===== config.mk =====
export PLATFORM = sky130hd
export DESIGN_NAME = servo_packet_framer_crc16
export DESIGN_NICKNAME = d
export VERILOG_FILES = /design/src/rtl/core/spf_pkg.sv /design/src/rtl/core/spf_out_stage.sv /design/src/rtl/core/servo_packet_framer_crc16.sv
export SDC_FILE = /design/constraint.sdc
export NUM_CORES = 1
export LEC_CHECK = 0
export BUFFER_PORTS_ARGS = -buffer_cell sky130_fd_sc_hd__buf_2
export CAP_MARGIN = 20
export CELL_PAD_IN_SITES_DETAIL_PLACEMENT = 0
export CELL_PAD_IN_SITES_GLOBAL_PLACEMENT = 1
export CORE_UTILIZATION = 50
export DETAILED_ROUTE_END_ITERATION = 10
export GPL_ROUTABILITY_DRIVEN = 0
export MAX_ROUTING_LAYER = met4
export PLACE_DENSITY_LB_ADDON = 0.15
export RECOVER_POWER = 25
export SLEW_MARGIN = 20
export SYNTH_ARGS = -nofsm -noshare
export SYNTH_HDL_FRONTEND = slang
export SYNTH_SLANG_ARGS = --single-unit

===== constraint.sdc =====
create_clock -name clk -period 5 [get_ports clk]
set_clock_uncertainty 0.15 [all_clocks]
set_input_delay 0.25 -clock clk [delete_from_list [all_inputs] [get_ports clk]]
set_output_delay 0.25 -clock clk [all_outputs]
set_load 0.05 [all_outputs]

===== src/rtl/core/spf_pkg.sv =====
// ----------------------------------------------------------------------------
// spf_pkg
// Shared types, constants and the CRC-16 byte update for the packet framer.
// ----------------------------------------------------------------------------
package spf_pkg;

  // Header bytes that open every framed packet
  localparam logic [7:0] HDR_BYTE0 = 8'hFF;
  localparam logic [7:0] HDR_BYTE1 = 8'hFF;
  localparam logic [7:0] HDR_BYTE2 = 8'hFD;
  localparam logic [7:0] HDR_BYTE3 = 8'h00;

  localparam logic [15:0] CRC_POLY       = 16'h8005;
  localparam logic [15:0] MAX_LEN_RESET  = 16'd1024;
  localparam logic [15:0] MIN_LEN        = 16'd2;

  // One output word
  typedef struct packed {
    logic [7:0] data;
    logic       eop;
    logic       err;
  } out_word_t;

  // CRC-16, MSB first, no reflection: fold in one byte
  function automatic logic [15:0] crc_feed(input logic [15:0] crc, input logic [7:0] b);
    logic [15:0] c;
    c = crc ^ {b, 8'h00};
    for (int k = 0; k < 8; k++) begin
      if (c[15]) begin
        c = {c[14:0], 1'b0} ^ CRC_POLY;
      end else begin
        c = {c[14:0], 1'b0};
      end
    end
    return c;
  endfunction

endpackage


===== src/rtl/core/spf_out_stage.sv =====
// ----------------------------------------------------------------------------
// spf_out_stage
// Output register for the framer: holds one word until the receiver takes it.
// ----------------------------------------------------------------------------
module spf_out_stage
  import spf_pkg::*;
(
  input  logic       clk,
  input  logic       rst,
  input  logic       push,
  input  out_word_t  push_word,
  output logic       ready,
  output logic       out_valid,
  input  logic       out_stall,
  output logic [7:0] out_byte,
  output logic       end_of_packet,
  output logic       status
);

  out_word_t word;

  // Free when empty or when the held word leaves this cycle
  assign ready = !out_valid || !out_stall;

  always_ff @(posedge clk) begin
    if (rst) begin
      out_valid <= 1'b0;
    end else if (ready) begin
      out_valid <= push;
    end
  end

  always_ff @(posedge clk) begin
    if (ready && push) begin
      word <= push_word;
    end
  end

  assign out_byte      = word.data;
  assign end_of_packet = word.eop;
  assign status        = word.err;

endmodule


===== src/rtl/core/servo_packet_framer_crc16.sv =====
// ----------------------------------------------------------------------------
// servo_packet_framer_crc16
// Frames servo instruction packets with header and trailing CRC-16.
// ----------------------------------------------------------------------------
// Input channel body_*: packet body, one byte per word (ID, length low,
// length high, instruction, parameters). Output channel out_*: framed bytes
// with end_of_packet on the last CRC byte or the error word; status set on a length error.
// Config channel cfg_*: writes max_length; cfg_ready is always high.
// A body word is latched in an input register and worked off by a sequencer
// that emits one output word per cycle, while the output register is ready,
// into the output register; a word passes both registers on its way out.
// Throughput: one body byte per cycle in the body of a packet unless the
// output stalls. The length high byte holds the input while the header, ID
// and length go out (the CRC too when the length is 2); the last body byte
// holds it for the CRC. ID, length low and discarded bytes produce nothing.
// Reset: expects an ID byte, CRC and counters cleared, max_length = 1024.
// When the receiver stalls, the output word holds and the sequencer waits;
// body_stall rises once the input register cannot be retired.
// ----------------------------------------------------------------------------
module servo_packet_framer_crc16
  import spf_pkg::*;
(
  input  logic        clk,
  input  logic        rst,
  input  logic        body_valid,
  output logic        body_stall,
  input  logic [7:0]  body_byte,
  output logic        out_valid,
  input  logic        out_stall,
  output logic [7:0]  out_byte,
  output logic        end_of_packet,
  output logic        status,
  input  logic        cfg_valid,
  output logic        cfg_ready,
  input  logic [15:0] max_length
);

  localparam logic [2:0] PH_ID      = 3'd0;
  localparam logic [2:0] PH_LEN_LO  = 3'd1;
  localparam logic [2:0] PH_LEN_HI  = 3'd2;
  localparam logic [2:0] PH_BODY    = 3'd3;
  localparam logic [2:0] PH_DISCARD = 3'd4;

  logic [15:0] max_len;
  logic [2:0]  phase, phase_next;
  logic [7:0]  held_id, held_id_next;
  logic [7:0]  held_len_low, held_len_low_next;
  logic [15:0] bytes_left, bytes_left_next;
  logic [15:0] crc, crc_next;
  logic [3:0]  step, step_next;
  logic        item_valid;
  logic [7:0]  item_byte;

  logic        emit;
  logic        done;
  logic        out_ready;
  out_word_t   word;
  logic [15:0] len;
  logic [15:0] crc_base;

  assign cfg_ready = 1'b1;

  // Length limit register
  always_ff @(posedge clk) begin
    if (rst) begin
      max_len <= MAX_LEN_RESET;
    end else if (cfg_valid && cfg_ready) begin
      max_len <= max_length;
    end
  end

  // Input register: refilled when empty or when the held word retires
  assign body_stall = item_valid && !done;

  always_ff @(posedge clk) begin
    if (rst) begin
      item_valid <= 1'b0;
    end else if (!body_stall) begin
      item_valid <= body_valid;
    end
  end

  always_ff @(posedge clk) begin
    if (!body_stall && body_valid) begin
      item_byte <= body_byte;
    end
  end

  assign len      = {item_byte, held_len_low};
  assign crc_base = (step == 4'd0) ? 16'h0000 : crc;

  // Sequencer: one output word per cycle for the held input word while the output register is ready
  always_comb begin
    emit              = 1'b0;
    done              = 1'b0;
    word              = '0;
    phase_next        = phase;
    held_id_next      = held_id;
    held_len_low_next = held_len_low;
    bytes_left_next   = bytes_left;
    crc_next          = crc;
    step_next         = step;
    if (item_valid) begin
      unique case (phase)
        PH_LEN_LO: begin
          held_len_low_next = item_byte;
          phase_next        = PH_LEN_HI;
          done              = 1'b1;
        end
        PH_LEN_HI: begin
          if (len < MIN_LEN) begin
            emit     = 1'b1;
            word.eop = 1'b1;
            word.err = 1'b1;
            if (out_ready) begin
              phase_next = PH_ID;
              done       = 1'b1;
            end
          end else if (len > max_len) begin
            emit     = 1'b1;
            word.eop = 1'b1;
            word.err = 1'b1;
            if (out_ready) begin
              bytes_left_next = len - MIN_LEN;
              phase_next      = (len == MIN_LEN) ? PH_ID : PH_DISCARD;
              done            = 1'b1;
            end
          end else begin
            emit = 1'b1;
            case (step)
              4'd0:    word.data = HDR_BYTE0;
              4'd1:    word.data = HDR_BYTE1;
              4'd2:    word.data = HDR_BYTE2;
              4'd3:    word.data = HDR_BYTE3;
              4'd4:    word.data = held_id;
              4'd5:    word.data = held_len_low;
              4'd6:    word.data = item_byte;
              4'd7:    word.data = crc[7:0];
              default: begin
                word.data = crc[15:8];
                word.eop  = 1'b1;
              end
            endcase
            if (out_ready) begin
              step_next = step + 4'd1;
              if (step < 4'd7) begin
                crc_next = crc_feed(crc_base, word.data);
              end
              if (step == 4'd6) begin
                bytes_left_next = len - MIN_LEN;
                if (len != MIN_LEN) begin
                  phase_next = PH_BODY;
                  step_next  = 4'd0;
                  done       = 1'b1;
                end
              end else if (step >= 4'd8) begin
                phase_next = PH_ID;
                step_next  = 4'd0;
                done       = 1'b1;
              end
            end
          end
        end
        PH_BODY: begin
          emit = 1'b1;
          case (step)
            4'd0:    word.data = item_byte;
            4'd1:    word.data = crc[7:0];
            default: begin
              word.data = crc[15:8];
              word.eop  = 1'b1;
            end
          endcase
          if (out_ready) begin
            step_next = step + 4'd1;
            if (step == 4'd0) begin
              crc_next        = crc_feed(crc, item_byte);
              bytes_left_next = bytes_left - 16'd1;
              if (bytes_left != 16'd1) begin
                step_next = 4'd0;
                done      = 1'b1;
              end
            end else if (step >= 4'd2) begin
              phase_next = PH_ID;
              step_next  = 4'd0;
              done       = 1'b1;
            end
          end
        end
        PH_DISCARD: begin
          bytes_left_next = bytes_left - 16'd1;
          if (bytes_left == 16'd1) begin
            phase_next = PH_ID;
          end
          done = 1'b1;
        end
        default: begin
          held_id_next = item_byte;
          phase_next   = PH_LEN_LO;
          done         = 1'b1;
        end
      endcase
    end
  end

  // Framer state
  always_ff @(posedge clk) begin
    if (rst) begin
      phase        <= PH_ID;
      held_id      <= '0;
      held_len_low <= '0;
      bytes_left   <= '0;
      crc          <= '0;
      step         <= '0;
    end else begin
      phase        <= phase_next;
      held_id      <= held_id_next;
      held_len_low <= held_len_low_next;
      bytes_left   <= bytes_left_next;
      crc          <= crc_next;
      step         <= step_next;
    end
  end

  spf_out_stage u_out (
    .clk           (clk),
    .rst           (rst),
    .push          (emit),
    .push_word     (word),
    .ready         (out_ready),
    .out_valid     (out_valid),
    .out_stall     (out_stall),
    .out_byte      (out_byte),
    .end_of_packet (end_of_packet),
    .status        (status)
  );

endmodule

* Yosys cells after proc, flatten, opt, wreduce, memory -nomap -nowiden *
Index checks and enable logic that the tools add are counted.

storage, ports and cells
  bits in registers = 91
  input port bits = 29
  logic and storage cells = 245

operators by class
  $add $sub $neg = 3
  order comparisons = 5
  eq/ne operators = 27
  mux-type cells = 156
  bitwise logic cells = 19
  reduce and logical (&&, ||, !) cells = 22

operators with widths
  operator                                                 number
  two-way mux 16 bit                                       100
  case mux 8 bit (7 select lines)                          1
  two-way mux 8 bit                                        6
  NOT 3 bit                                                16
  case mux 16 bit (3 select lines)                         1
  two-way mux 4 bit                                        10
  two-way mux 3 bit                                        13
  case mux 16 bit (2 select lines)                         1
  XOR 16 bit                                               2
  two-way mux 1 bit                                        18
  case mux 9 bit (2 select lines)                          1
  equality test 16 x 1 -> 1 bit (second input constant)    1
  equality test 16 x 2 -> 1 bit (second input constant)    1
  equality test 4 x 3 -> 1 bit (second input constant)     4
  > comparator 16 bit                                      1
  < comparator 16 x 2 -> 1 bit (second input constant)     1
  inequality test 16 x 1 -> 1 bit (second input constant)  1
  inequality test 16 x 2 -> 1 bit (second input constant)  1
  case mux 8 bit (2 select lines)                          1
  AND reduction 8 bit                                      2
  subtractor 16 x 1 -> 16 bit (second input constant)      1
  subtractor 16 x 2 -> 16 bit (second input constant)      1
  inequality test 2 bit (second input constant)            7
  case mux 3 bit (4 select lines)                          1
  other kinds (28)                                         40

* Logic depth before layout (Yosys ltp) *
  word-level depth = 71
  mapped depth = 14

* Cells and area by module *
A second synthesis with hierarchy kept.

unflattened totals
  cell total of the unflattened synthesis = 767
  area total of the unflattened synthesis = 6103.4 um^2

modules (own cells, without submodules)
  module                     times used  cells each  area each (um^2)
  servo_packet_framer_crc16  1           752         5764.3
  spf_out_stage              1           15          339.1

* Worst setup path after synthesis *
No wires, ideal clock.

  path type = reg2reg
  start point = reg bytes_left[6]
  end point = reg item_byte[0] (enable)
  arrival time = 3.663 ns
  setup slack = 0.799 ns
  stages on the path, launching flop included = 10
  period minus slack after synthesis = 4.201 ns
  cell sequence = dfxtp_1 > or3_1 > buf_2 > or4_4 > nor3_4 > nand4_2 > a21oi_1 > nand2_1 > a311oi_1 > nor2b_1

on the way
  longest elaborated chain between the ends = 10

RTL lines
  item                             line                              source
  start: declaration               servo_packet_framer_crc16.sv:48   logic [15:0] bytes_left, bytes_left_next;
  start signal: assignment         servo_packet_framer_crc16.sv:219  bytes_left <= bytes_left_next;
  inequality test 16 x 1 -> 1 bit  servo_packet_framer_crc16.sv:179  if (bytes_left != 16'd1) begin
  two-way mux 1 bit                servo_packet_framer_crc16.sv:179
  two-way mux 1 bit                servo_packet_framer_crc16.sv:176  if (step == 4'd0) begin
  two-way mux 1 bit                servo_packet_framer_crc16.sv:174  if (out_ready) begin
  case mux 1 bit (2 select lines)  servo_packet_framer_crc16.sv:104  unique case (phase)
  two-way mux 1 bit                servo_packet_framer_crc16.sv:103  if (item_valid) begin
  logical NOT 1 bit                servo_packet_framer_crc16.sv:73   assign body_stall = item_valid && !done;
  logical AND 1 bit                servo_packet_framer_crc16.sv:73
  named net body_stall             servo_packet_framer_crc16.sv:26   output logic body_stall,
  logical NOT 1 bit                servo_packet_framer_crc16.sv:84   if (!body_stall && body_valid) begin
  logical AND 1 bit                servo_packet_framer_crc16.sv:84
  end signal: assignment           servo_packet_framer_crc16.sv:85   item_byte <= body_byte;
  end: declaration                 servo_packet_framer_crc16.sv:52   logic [7:0] item_byte;

The timed path passes the listed nets, and every way through them passes these cells.
A chain may end at the register's enable or synchronous reset.

* Worst setup path after layout *
  start point = reg item_byte[1]
  end point = out body_stall

on the way
  longest elaborated chain between the ends = 10

RTL lines
  item                                                         line                              source
  branches (longest 5 deep; another with > comparator 16 bit)  --
  two-way mux 1 bit *                                          servo_packet_framer_crc16.sv:111  if (len < MIN_LEN) begin
  case mux 1 bit (2 select lines) *                            servo_packet_framer_crc16.sv:104
  two-way mux 1 bit *                                          servo_packet_framer_crc16.sv:103
  logical NOT 1 bit *                                          servo_packet_framer_crc16.sv:73
  logical AND 1 bit *                                          servo_packet_framer_crc16.sv:73
  end: declaration                                             servo_packet_framer_crc16.sv:26

Every way passes the cells marked *.

==> metrics.txt <==
initial DRC count ~650; Clock Tree Buf Depth 2; sequential element share of the synthesized area between 30% and 40%; CP Capture Type output pin; setup TNS 0 ns; Worst Path Required 4.60 ns; ys async rst share 0%; Worst Hold Slack 0.108 ns; outcome finished with violations; vias in the first global route between 5,000 and 6,000; initial antenna violation count 0; total track usage 29.2%; Reg2Reg Depth 10; Tcrit/Tclk final between 80% and 90%; WL/cell 18.4 µm; Setup violations, final 0; Worst Hold Class in -> reg; synthesized area between 5000 and 6000 µm²; crit path max-delay cell type o31ai_1; full die area ~12,000 µm²; layout cells sized above 1 a little under a tenth; final hold viol count 0; violated checks design-rule violations, max-capacitance violations, max-slew violations; row cnt 39; CP bufs+invs 1; Syn-to-layout area delta 11.9%; Total Wirelength 17,000 µm; CP delay by family, top compound AO/OA/AOI/OAI gates; RSZ-0062 raised after global routing no; Net Count, Synth roughly 800; Setup WS pre-CTS between 1 and 1.5 ns; CTS resizes 0; clock power share 40.7%; Cell Chain, Critical Path ha_1, a21o_1, a21o_1, a21oi_1, nor2_1, o31ai_1, and2_1, a21oi_1, a311oi_1, buf_2; Fmax 240 MHz; Crit path largest cell delay 0.69 ns; DRC viols 2; EDFF count, synth 18; Die Y roughly 110 µm; Die X 111 µm; pin count of the biggest net entering global routing 63; critical path peak fanout 8; LEAKAGE 2.46 nW; hold_buf cts 24; Synth Register Bits 91; CTS Root Cell clkbuf_16; CP Class reg -> out; fin util 58.1%; DP HPWL 11,800 µm; DRT Pass-1 Iters 8; Maximum Capacitance Violations 1; TritonCTS Buffers 9; routed vias approximately 5,500; final worst slack slightly above 0.8 ns; most common flop cell mapped by yosys dfxtp_1; Mapped Cells between 700 and 800; Core Footprint between 10,000 and 15,000 µm²; Seq pwr share around 47%; Worst VDD drop about 0.27 mV; antenna viol nets, final 0; yosys warns 0; TritonCTS clock tree built; synthesized area per cell ~8.1 µm²; fillers between 1,000 and 1,500; Critical Path AT roughly 3.8 ns; vias per cell roughly 6; Slew @ Worst Pin roughly 2.8 ns; first-pass GRT wire length ~27,000 µm; reg2reg setup slack 1.13 ns; Clock transition at path regs about 0.070 ns; CTS Sinks 91; switching share of power ~29%; # nets final just over 800; htree depth 3; P per Cell Area about 250 nW/µm²; ANT cells 0; Critical Path Start Type flip-flop; relative slew slack -87.6%; Comb pwr share roughly an eighth; internal power 0.00121 W; Final min period approximately 4.2 ns; post-CTS setup buffers 0; initial cell density of the core 51.9%; Port Buffers 40; I/O pin total 42; Congestion Overflow GR 0; hold depth 3; Max Transition Viols Final between 60 and 70; Synth cell types 70; Final Power roughly 0.0017 W; CP Depth 10; P_sw 0.000485 W; Clock Latency Late Sink 0.37 ns
-- synth_stat cells, drive strengths merged, types with 3 or more instances --
master	instances	area share (%)
a211o	3	0.44
a211oi	9	1.1
a21o	5	0.63
a21oi	66	5.7
a221oi	3	0.44
a22o	4	0.59
a22oi	29	3.6
a31oi	5	0.52
and2	9	0.94
buf	14	1.4
clkbuf	37	2.8
dfxtp	73	24
edfxtp	18	9.0
ha	23	4.8
inv	25	1.6
mux2i	36	6.0
nand2	83	5.2
nand2b	6	0.63
nand3	20	1.7
nand4	6	0.73
nor2	87	5.5
nor2b	10	1.0
nor3	21	2.0
nor3b	3	0.38
nor4	5	0.52
o211ai	9	1.1
o21a	3	0.38
o21ai	37	3.1
o21bai	3	0.38
o22ai	5	0.52
or2	7	0.73
or3	4	0.42
or4	4	0.57
xnor2	23	3.5
xor2	17	2.5
-- routing by layer --
layer | up-vias | global-route usage, % | share of wire, %
li1 | 2698 | - | -
met1 | 2622 | 38.4 | 46
met2 | 176 | 43.7 | 45
met3 | 41 | 7.24 | 6.2
met4 | 0 | 9.91 | 2.5
met5 | - | - | 0
-- worst min-delay path: stages --
cell and delay, ns:
buf_2 0.12, nand2_1 0.12, a21oi_1 0.08
-- cell usage in the layout (no fill, tap or decap), types with 7 or more instances in the layout --
cell	instances
buf_4	7
o21ai_0	35
a21oi_1	65
buf_2	33
o211ai_1	9
xnor2_1	22
nand3_1	20
nor3_1	19
clkbuf_1	8
and2_1	9
ha_1	23
edfxtp_1	18
clkbuf_16	9
nor2_1	87
dlygate4sd3_1	25
a211oi_1	9
inv_1	25
nand2_1	83
xor2_1	17
a22oi_1	29
dfxtp_1	73
nor2b_1	10
mux2i_1	36
-- logic make-up (layout without fill, tap and decap cells) --
kind of cell | count (synthesis) | count (layout) | share of synthesized area [%]
flops | 91 | 91 | 33.5
simple gates | 270 | 270 | 21.1
xor+xnor | 42 | 42 | 6.74
other cells | 1 | 1 | 0.0627
fa+ha+maj | 23 | 23 | 4.81
compound gates | 201 | 201 | 21.6
buf+inv | 77 | 114 | 5.99
mux | 37 | 37 | 6.22
-- path summary, 6_finish.rpt --
path | from | endpoint
min | out_stall | u_out.out_valid
max | item_byte[1] | body_stall
min reg2reg | bytes_left[8] | bytes_left[8]
max reg2reg | item_byte[1] | item_byte[3]
-- power by group through the flow --
| stage | logic (W) | registers (W) | clock network (W) |
|---|---|---|---|
| 6_report | 0.000212 | 0.000795 | 0.000691 |
| 5_1_grt | 0.000235 | 0.000798 | 0.000734 |
| 4_1_cts | 0.000209 | 0.000794 | 0.000702 |
| 3_5_place_dp | 0.000194 | 0.000811 | 0 |
| 3_3_place_gp | 0.000189 | 0.000810 | 0 |
| 2_1_floorplan | 0.000155 | 0.000796 | 0 |
-- sequential cells by signal, summed over array words and instances (netlist names) --
| name | flops |
|---|---|
| u_out.out_valid | 1 |
| crc | 16 |
| item_valid | 1 |
| step | 4 |
| u_out.end_of_packet | 1 |
| held_len_low | 8 |
| item_byte | 8 |
| bytes_left | 16 |
| phase | 3 |
| max_len | 16 |
| u_out.out_byte | 8 |
| u_out.status | 1 |
| held_id | 8 |
-- metrics by stage --
step,cell area (µm²),instances
after floorplan,5980,742
after global routing,6690,922
final,6690,922
after CTS,6680,920
after detailed placement,6150,880
after global placement,6150,880
-- cell type report --
type / count / area [µm²] / share of cell area [%]
timing repair buffer: 73 / 498 / 7.45
tap: 143 / 179 / 2.68
multi-input combinational: 574 / 3620 / 54.2
inverter: 25 / 93.8 / 1.40
sequential: 91 / 2000 / 29.9
clock buffer: 9 / 225 / 3.37
clock inverter: 7 / 66.3 / 0.992
Note: power is estimated with default switching activity, not from simulation.
